## config.mk

```make
export PLATFORM = sky130hd
export DESIGN_NAME = stbs_ctrl
export DESIGN_NICKNAME = d
export VERILOG_FILES = /design/src/sv/stbs_pkg.sv /design/src/sv/stbs_ctrl.sv
export SDC_FILE = /design/constraint.sdc
export NUM_CORES = 1
export LEC_CHECK = 0
export ABC_AREA = 1
export BUFFER_PORTS_ARGS = -buffer_cell sky130_fd_sc_hd__buf_2
export CAP_MARGIN = 20
export CORE_AREA = 2 2 39 41
export DETAILED_ROUTE_END_ITERATION = 10
export DIE_AREA = 0 0 41 43
export GPL_TIMING_DRIVEN = 0
export PLACE_DENSITY = 0.35
export SYNTH_ARGS = -nofsm -noshare
export SYNTH_HDL_FRONTEND = slang
export SYNTH_SLANG_ARGS = --single-unit
```

## constraint.sdc

```tcl
create_clock -name clk -period 2.5 [get_ports clk]
set_clock_uncertainty 0.1 [all_clocks]
set_input_delay 0.125 -clock clk [delete_from_list [all_inputs] [get_ports clk]]
set_output_delay 0.125 -clock clk [all_outputs]
set_load 0.005 [all_outputs]
```

## src/sv/stbs_pkg.sv

```systemverilog
// shared types and constants for the sorted table bound search
package stbs_pkg;

  localparam int unsigned TABLE_DEPTH_DEFAULT = 1024;

  localparam int unsigned MODE_W  = 2;
  localparam int unsigned INDEX_W = 10;
  localparam int unsigned VALUE_W = 32;
  localparam int unsigned RANGE_W = 11;
  localparam int unsigned POS_W   = 11;

  localparam logic [MODE_W-1:0] MODE_LOAD     = 2'd0;
  localparam logic [MODE_W-1:0] MODE_LOWER    = 2'd1;
  localparam logic [MODE_W-1:0] MODE_UPPER    = 2'd2;
  localparam logic [MODE_W-1:0] MODE_CONTAINS = 2'd3;

  typedef struct packed {
    logic [MODE_W-1:0]         mode;
    logic [INDEX_W-1:0]        entry_index;
    logic signed [VALUE_W-1:0] value;
    logic [RANGE_W-1:0]        range_start;
    logic [RANGE_W-1:0]        range_end;
  } req_t;

  typedef struct packed {
    logic [POS_W-1:0] position;
    logic             found;
  } result_t;

  // controller to datapath
  typedef struct packed {
    logic accept;
    logic step;
    logic check;
    logic finish;
  } cmd_t;

  // datapath to controller
  typedef struct packed {
    logic empty;
    logic search_done;
    logic need_check;
  } stat_t;

endpackage

```

## src/sv/stbs_ctrl.sv

```systemverilog
// controller: accept, probe loop, contains check, result strobe
module stbs_ctrl (
  input  logic                        clk,
  input  logic                        rst,
  input  logic                        start,
  input  logic [stbs_pkg::MODE_W-1:0] mode,
  input  stbs_pkg::stat_t             stat,
  output stbs_pkg::cmd_t              cmd,
  output logic                        busy,
  output logic                        done
);
  import stbs_pkg::*;

  localparam logic [1:0] ST_IDLE  = 2'd0;
  localparam logic [1:0] ST_PROBE = 2'd1;
  localparam logic [1:0] ST_CHECK = 2'd2;

  logic [1:0] state;
  logic [1:0] state_next;

  always_comb begin
    cmd        = '0;
    state_next = state;
    unique case (state)
      ST_IDLE: begin
        if (start) begin
          cmd.accept = 1'b1;
          if (mode != MODE_LOAD) begin
            // empty or reversed range answers at once
            if (stat.empty) begin
              cmd.finish = 1'b1;
            end else begin
              state_next = ST_PROBE;
            end
          end
        end
      end
      ST_PROBE: begin
        cmd.step = 1'b1;
        if (stat.search_done) begin
          if (stat.need_check) begin
            state_next = ST_CHECK;
          end else begin
            cmd.finish = 1'b1;
            state_next = ST_IDLE;
          end
        end
      end
      ST_CHECK: begin
        cmd.check  = 1'b1;
        cmd.finish = 1'b1;
        state_next = ST_IDLE;
      end
      default: begin
        state_next = ST_IDLE;
      end
    endcase
  end

  always_ff @(posedge clk) begin
    if (rst) begin
      state <= ST_IDLE;
      done  <= 1'b0;
    end else begin
      state <= state_next;
      done  <= cmd.finish;
    end
  end

  assign busy = (state != ST_IDLE);

endmodule

```

Word-level counts from Yosys, hierarchy flattened

Cells that the tools add are included.

Input port bits: 8
Bits in registers: 3
Logic and storage cells: 28
Output and inout bits: 6

Equality and inequality tests: 6
Multiplexer cells: 16
Reduce and logical (&&, ||, !) cells: 4

Operators with widths:

| kind                                                                   | count |
|---|---|
| 2-bit two-way mux                                                      | 5 |
| 1-bit two-way mux                                                      | 9 |
| 2-bit != test (second input constant)                                  | 4 |
| 2-bit one-hot mux with 2 select lines                                  | 1 |
| 4-bit AND reduction                                                    | 1 |
| 2-bit nonzero test                                                     | 2 |
| 1-bit one-hot mux with 3 select lines                                  | 1 |
| 2-bit by 1-bit equality test with 1-bit output (second input constant) | 1 |
| 2-bit equality test (second input constant)                            | 1 |
| 2-bit logical NOT                                                      | 1 |

Longest topological paths before layout

Gate-level depths: netlist of the first run.

Depth in word-level cells: 4
Mapped depth: 6
Depth with buffers taken out: 6

Worst setup path before layout of the first run

OpenSTA, ideal clock, no wires.

Kind: register to output
From: register state[1]
To: output cmd[0] (netlist bit)
Data arrival time: 0.701 ns
Slack: 1.574 ns
Stages on the path, launching flop included: 6
Buffers on the path: 0
Data required time: 2.275 ns
Cells stage by stage: dfxtp_1 nor2_2 nand2_1 nor2_1 nor2_1 inv_1

RTL lines:

| what                     | RTL line        | text |
|---|---|---|
| start: declaration       | stbs_ctrl.sv:18 | `logic [1:0] state;` |
| start signal: assignment | stbs_ctrl.sv:65 | `state <= state_next;` |
| end: declaration         | stbs_ctrl.sv:8  | `output stbs_pkg::cmd_t cmd,` |

==> impl_metrics.json, run 1 <==
{
  "status": "finished, final reports clean",
  "cp_data_required_time_ns": 2.28,
  "grt_pass1_vias": 226,
  "critPathKind": "reg2out",
  "hold_viol_final": 0,
  "post-place-ws_ns": 1.39,
  "avgSynthCellArea_sq_um": 6.39,
  "post_dp_cell_area_sq_um": 264,
  "portBuffers": 13,
  "core-area_sq_mm": 0.00138,
  "worst_setup_hold_path_clk_slew_ns": 0.04,
  "setup_viol": 0,
  "worst_slack_ns": 1.16,
  "timing.final.max_slew_violations": 0,
  "area_growth_pct": 67.8,
  "cp-start-kind": "flip-flop",
  "max_freq_mhz": 747,
  "hp-class": "in2reg",
  "min_from": "stat[0]",
  "r2r-start": "state[1]$_SDFFE_PP0P_",
  "synth_area_sq_um": 179,
  "startpoint": "state[1]$_SDFFE_PP0P_",
  "worstMarginPinSlew_ns": 0.171,
  "drt_first_pass_iters": 3,
  "clock_latency_ns": 0.23,
  "yosysWarnings": 0,
  "finalCritPeriodShare_pct": 53.5,
  "arrival_ns": 1.11,
  "drtIter0Drc": 1,
  "cts_buffers": 3,
  "grt_max_degree": 5,
  "vias": 221,
  "die_w_um": 41,
  "post_cts_buffers": 0,
  "track_usage_pct": 7.22,
  "most-common-layout-cells": "buf_2, inv_1, nand2_1, nor2_1",
  "end_kind": "output port",
  "hpwl_um": 356,
  "ios": 14,
  "grt_pass1_wl_um": 772,
  "cts_tree": "done",
  "drive_gt1_share_pct": 43.5,
  "drv_cap": 0,
  "final_nets": 55,
  "wl_um": 442,
  "rows": 14,
  "post-route-util_pct": 21.7,
  "syn-num-nets": 36,
  "fin_crit_ns": 1.34,
  "grt_overflow": 0,
  "grt_setup_unrepaired": "false",
  "ant_nets": 0,
  "worstPathMaxFanout": 3,
  "root_buffer": "clkbuf_4",
  "post_cts_resized": 0,
  "viasPerCell": 3.56,
  "stdcell_area_sq_um": 300,
  "cts_htree_levels": 1,
  "cts_max_path_buffers": 2,
  "relSlewSlack_pct": 88.6,
  "gp_congestion": 0.595,
  "clkSinkCount": 3,
  "grt_antenna_before_repair": 0,
  "route.detailed.drc": 0,
  "power_density_mw_per_mm2": 544,
  "synth_cell_types": 11,
  "diodes": 0,
  "wl_per_cell_um": 7.13,
  "die_y_um": 43,
  "start_util_pct": 12.9,
  "fin_hold_ws_ns": 0.0453,
  "irDropWorstVdd_v": 0.000179,
  "ys_seq_area_share_pct": 33.6,
  "mostFrequentLayoutCell": "buf_2",
  "ys_ff_latch": 3,
  "syn_inst": 28,
  "power_leakage_nw": 0.179,
  "die_area_sq_mm": 0.00176,
  "finalSetupTns_ns": 0
}
## worst paths after layout
check,endpoint,slack (ns),cells after the start
setup / recovery,cmd[0],1.16,6
setup reg to reg,done$_SDFF_PP0_,1.53,5
hold / removal,state[1]$_SDFFE_PP0P_,0.05,2
hold reg to reg,state[0]$_SDFFE_PP0P_,0.48,3
## routing by layer
metal | track usage (%) | vias to the layer above | wire [um]
met3 | 4.71 | 0 | 24
li1 | - | 119 | -
met1 | 7.37 | 97 | 183
met2 | 8.75 | 5 | 234
met4 | 8.00 | 0 | 0
met5 | 0 | - | 0
## cell families (layout without fill, tap and decap cells)
family                 after synthesis  count (layout)  share of synthesized area, %
AOI/OAI and AO/OA                    2               2                          5.59
DFF                                  3               3                          33.6
and+or+nand+nor                     17              17                          48.3
buffers and inverters                6              24                          12.6
## worst max-delay path, cell delays in order (launching register included)
cell and delay (ns):
dfxtp_1 0.39, nor2_2 0.07, nand2_1 0.06, nor2_1 0.04, nor2_1 0.15, inv_1 0.05, buf_2 0.12
## sequential cells by signal, indices dropped and copies added (netlist names)
name and count:
done 1, state 2
## cells in the mapped netlist (all sizes together)
cell type  n  area [sq um]
nor3b      1          12.5
inv        6          22.5
nand3      1          5.00
or2        1          6.26
nand2      6          22.5
o21ai      1          5.00
a21oi      1          5.00
dfxtp      3          60.1
nor2       8          40.0
## metrics by stage
stage                     total power, mW  std cells
after floorplan                    0.0636         28
after detailed placement           0.0770         57
after global placement             0.0770         57
after CTS                           0.170         62
final                               0.163         62
after global routing                0.177         62
## layout make-up
| type | count | area [sq um] |
|---|---|---|
| fillers | 171 | 1080 |
| clock buffers | 4 | 26.3 |
| flip-flops and latches | 3 | 60.1 |
| repair buffers | 14 | 75.1 |
| well taps | 16 | 20.0 |
| multi-input cells | 19 | 96.3 |
| inverters | 6 | 22.5 |
## report_power, final
| group | switching, mW | total (mW) | internal (mW) |
|---|---|---|---|
| Sequential | 0.000870 | 0.0508 | 0.0499 |
| Clock | 0.0268 | 0.0868 | 0.0599 |
| Combinational | 0.0125 | 0.0258 | 0.0133 |
| Total | 0.0402 | 0.163 | 0.123 |
## timing repair
| item | CTS | global route |
|---|---|---|
| hold buffers | 1 | 0 |
| endpoints found under the hold margin | 3 | 0 |
| setup endpoints to repair | 0 | 0 |
Power figures use the tool's default switching activity.
==> run 2: changes to the inputs <==
- clock period: 2.5 -> 1.3 ns (I/O delays scaled with it)
==> run 2 against run 1 <==
  * Routed wire length is 5.2% higher
  * Power is 99% higher
  * Sequential share of layout area is 1.5 points lower
  * Utilization is 2.7 points higher
  * Largest cell class unchanged
==> impl_metrics.json, run 2 (synthesis gave the netlist of run 1 again) <==
{
  "post-route-util_pct": 24.4,
  "use_met3_pct": 4.71,
  "post-place-ws_ns": 0.253,
  "hold_viol_final": 0,
  "arrival_ns": 1.08,
  "cts_max_path_buffers": 2,
  "fin_hold_ws_ns": 0.0109,
  "cp-start-kind": "flip-flop",
  "setup_viol": 0,
  "dp.cells": 57,
  "worstPathMaxFanout": 4,
  "worst_slack_ns": 0.0513,
  "timing.final.max_slew_violations": 0,
  "cp_data_required_time_ns": 1.13,
  "worstMarginPinSlew_ns": 0.146,
  "hp-class": "in2reg",
  "final_nets": 58,
  "viasPerCell": 3.58,
  "grt_pass1_wl_um": 793,
  "post_dp_cell_area_sq_um": 264,
  "portBuffers": 13,
  "critPathKind": "reg2out",
  "drive_gt1_share_pct": 51.0,
  "clkSinkCount": 3,
  "final_cells": 65,
  "root_buffer": "clkbuf_4",
  "max_freq_mhz": 801,
  "wl_per_cell_um": 7.15,
  "route.detailed.drc": 0,
  "wl_um": 465,
  "mostFrequentLayoutCell": "buf_2",
  "power_mw": 0.326,
  "power_density_mw_per_mm2": 964,
  "critical_path.max_stage_delay_ns": 0.34,
  "start_util_pct": 12.9,
  "relSlewSlack_pct": 90.2,
  "gr-max-usage-layer": "met2",
  "power_leakage_nw": 0.195,
  "clock_latency_ns": 0.23,
  "largest_register_ffs": 2,
  "track_usage_pct": 7.22,
  "ios": 14,
  "vias": 233,
  "cts_tree": "done",
  "rows": 14,
  "die_area_sq_mm": 0.00176,
  "most-common-layout-cells": "buf_2, nand2_1, inv_1, nor2_1",
  "irDropWorstVdd_v": 0.000426,
  "drtIter0Drc": 2,
  "gr-usage-met2_pct": 9.38,
  "timing.critical_path.mode_cell": "nand2_1",
  "ant_nets": 0,
  "worstPathCellList": "inv_2 -> nor2_4 -> nand2_1 -> nand2_1 -> nor2_2 -> inv_1 -> buf_2",
  "largest_register": "state",
  "biggestRegsByFlops": "state: 2 flops, done: 1 flops",
  "area_growth_pct": 88.8,
  "die_y_um": 43,
  "grt_setup_unrepaired": "true",
  "end_kind": "output port",
  "gp_congestion": 0.595,
  "die_w_um": 41,
  "drt_first_pass_iters": 2,
  "grt_antenna_before_repair": 0,
  "grt_overflow": 0,
  "fin_crit_ns": 1.25,
  "diodes": 0,
  "grt_max_degree": 5,
  "finalSetupTns_ns": 0,
  "cp_slowest_cell": "dfxtp_2",
  "cts_buffers": 3,
  "finalCritPeriodShare_pct": 96.1,
  "cts_htree_levels": 1,
  "hpwl_um": 356,
  "worst_setup_hold_path_clk_slew_ns": 0.04,
  "stdcell_area_sq_um": 338,
  "grt_pass1_vias": 234,
  "status": "finished, final reports clean",
  "core-area_sq_mm": 0.00138,
  "drv_cap": 0,
  "met1_usage_pct": 7.69
}
run 2: power by group:
group          leakage (nW)  switching (mW)  total [mW]  internal, mW
clock                0.0150          0.0523       0.168         0.115
combinational         0.155          0.0258      0.0592        0.0334
sequential           0.0254         0.00263      0.0991        0.0965
total                 0.195          0.0807       0.326         0.245
run 2: metal layers:
layer	routed length, um	vias up
met3	36	0
met4	0	0
met2	245	7
met5	0	-
li1	-	124
met1	183	102
run 2: layout make-up:
type | instances | area [sq um]
well taps | 16 | 20.0
flip-flops and latches | 3 | 62.6
multi-input cells | 19 | 104
inverters | 6 | 22.5
fillers | 163 | 1050
clock buffers | 4 | 26.3
repair buffers | 17 | 103
run 2: worst max-delay path, delay by kind of cell (launching register included):
| kind | cells | cell delay, ns |
|---|---|---|
| flip-flops | 1 | 0.34 |
| AND/OR/NAND/NOR | 4 | 0.31 |
| buffers and inverters | 3 | 0.19 |
run 2: repair_timing:
item	CTS	global route
gates resized for setup	2	3
pin swaps	0	3
buffers inserted	0	1
gates cloned	0	0
hold buffers	3	0
hold endpoints to repair	3	0
endpoints found under the setup margin	1	1
run 2: worst paths after layout:
path | slack, ns | endpoint | cells after the start | from
max | 0.05 | cmd[0] | 7 | state[0]$_SDFFE_PP0P_
min | 0.01 | state[0]$_SDFFE_PP0P_ | 4 | stat[1]
max reg2reg | 0.36 | done$_SDFF_PP0_ | 6 | state[0]$_SDFFE_PP0P_
min reg2reg | 0.47 | state[1]$_SDFFE_PP0P_ | 3 | state[1]$_SDFFE_PP0P_
==> run 3: changes to the inputs <==
- GPL_TIMING_DRIVEN: 0 -> not set
==> run 3 against run 2 <==
  * Power is 1.5% lower
  * Sequential power hardly changed
  * Sequential share of layout area is 0.28 points higher
  * Largest cell class unchanged
  * Clock power is 2% lower
  * Critical path type unchanged
  * Worst setup slack worse by 0.0023 ns
  * Critical path depth stayed put
  * Global-route usage is 0.51 points higher
  * Die area stayed put
  * Register-to-register slack hardly changed
==> impl_metrics.json, run 3 (synthesis gave the netlist of run 1 again) <==
{
  "status": "finished, final reports clean",
  "finalCritPeriodShare_pct": 96.2,
  "core-area_sq_mm": 0.00138,
  "fin_crit_ns": 1.25,
  "cts_tree": "done",
  "track_usage_pct": 7.73,
  "vias": 237,
  "drtIter0Drc": 1,
  "post_cts_buffers": 0,
  "die_area_sq_mm": 0.00176,
  "drt_first_pass_iters": 4,
  "max_freq_mhz": 799,
  "root_buffer": "clkbuf_4",
  "largest_register": "state",
  "worst_setup_hold_path_clk_slew_ns": 0.04,
  "cp_data_required_time_ns": 1.13,
  "power_leakage_nw": 0.192,
  "worstPathMaxFanout": 4,
  "final_nets": 57,
  "setup_viol": 0,
  "biggestRegsByFlops": "state: 2 flops, done: 1 flops",
  "hp-class": "in2reg",
  "cts_buffers": 3,
  "cts_htree_levels": 1,
  "cts_max_path_buffers": 2,
  "portBuffers": 13,
  "die_y_um": 43,
  "fin_hold_ws_ns": 0.0332,
  "grt_pass1_wl_um": 848,
  "hpwl_um": 374,
  "worst_slack_ns": 0.0490,
  "power_density_mw_per_mm2": 964,
  "die_w_um": 41,
  "grt_pass1_vias": 231,
  "post-place-ws_ns": 0.256,
  "diodes": 0,
  "critPathKind": "reg2out",
  "area_growth_pct": 86.0,
  "drv_cap": 0,
  "timing.final.max_slew_violations": 0,
  "worstMarginPinSlew_ns": 0.248,
  "wl_um": 502,
  "grt_antenna_before_repair": 0,
  "viasPerCell": 3.70,
  "ios": 14,
  "most-common-layout-cells": "buf_2, nand2_1, inv_1",
  "cp-start-kind": "flip-flop",
  "clock_latency_ns": 0.23,
  "hold_viol_final": 0,
  "wl_per_cell_um": 7.84,
  "gp_congestion": 0.614,
  "clkSinkCount": 3,
  "arrival_ns": 1.09,
  "grt_overflow": 0,
  "drive_gt1_share_pct": 52.1,
  "mostFrequentLayoutCell": "buf_2",
  "ant_nets": 0,
  "irDropWorstVdd_v": 0.000486,
  "largest_register_ffs": 2,
  "grt_setup_unrepaired": "true",
  "route.detailed.drc": 0,
  "start_util_pct": 12.9,
  "relSlewSlack_pct": 83.3,
  "grt_max_degree": 5,
  "end_kind": "output port",
  "rows": 14
}
[run 3: final timing paths]
check                        start                     to  slack (ns)  cells past startpoint
max reg2reg  state[0]$_SDFFE_PP0P_        done$_SDFF_PP0_        0.36                      6
min reg2reg  state[0]$_SDFFE_PP0P_  state[0]$_SDFFE_PP0P_        0.47                      3
max          state[0]$_SDFFE_PP0P_                 cmd[0]        0.05                      7
min                        stat[2]  state[0]$_SDFFE_PP0P_        0.03                      4
[run 3: area by class of cell]
cell class	count	area, sq um
multi-input cells	19	106
inverters	6	22.5
fillers	167	1050
well taps	16	20.0
flip-flops and latches	3	62.6
repair buffers	16	95.1
clock buffers	4	26.3
[run 3: per-layer routing]
| layer | GRT usage (%) | vias up | routed length, um |
|---|---|---|---|
| met5 | 0 | - | 0 |
| met4 | 6.00 | 0 | 0 |
| met3 | 4.71 | 0 | 24 |
| met2 | 10.6 | 5 | 273 |
| met1 | 8.04 | 109 | 204 |
| li1 | - | 123 | - |
[run 3: where the power goes]
group          switching, mW  leakage [nW]  internal (mW)  total [mW]
Clock                 0.0489        0.0150          0.115       0.164
Sequential           0.00282        0.0254         0.0965      0.0993
Combinational         0.0269         0.151         0.0306      0.0575
Total                 0.0786         0.192          0.242       0.321
[run 3: worst max-delay path, cell delays in order, from the launching register on]
cell and delay (ns):
dfxtp_2 0.33, inv_2 0.07, nor2_4 0.04, nand2_1 0.06, nand2_1 0.06, nor2_2 0.13, inv_1 0.04, buf_2 0.12
[run 3: stage by stage]
| stage | cell area [sq um] | std cells | power, mW | setup TNS (ns) | utilization, % |
|---|---|---|---|---|---|
| 2_1_floorplan | 179 | 28 | 0.122 | 0 | - |
| 3_3_place_gp | 264 | 57 | 0.148 | 0 | 19.1 |
| 3_5_place_dp | 264 | 57 | 0.148 | 0 | 19.1 |
| 4_1_cts | 323 | 64 | 0.329 | 0 | 23.3 |
| 5_1_grt | 333 | 64 | 0.349 | -0.0345 | 24.1 |
| 6_report | 333 | 64 | 0.321 | 0 | 24.1 |
[run 3: timing repair]
action,in CTS,in global routing
pin swaps,0,2
endpoints found under the hold margin,3,0
resized for setup,1,5
setup endpoints to repair,1,1
hold buffers,3,0
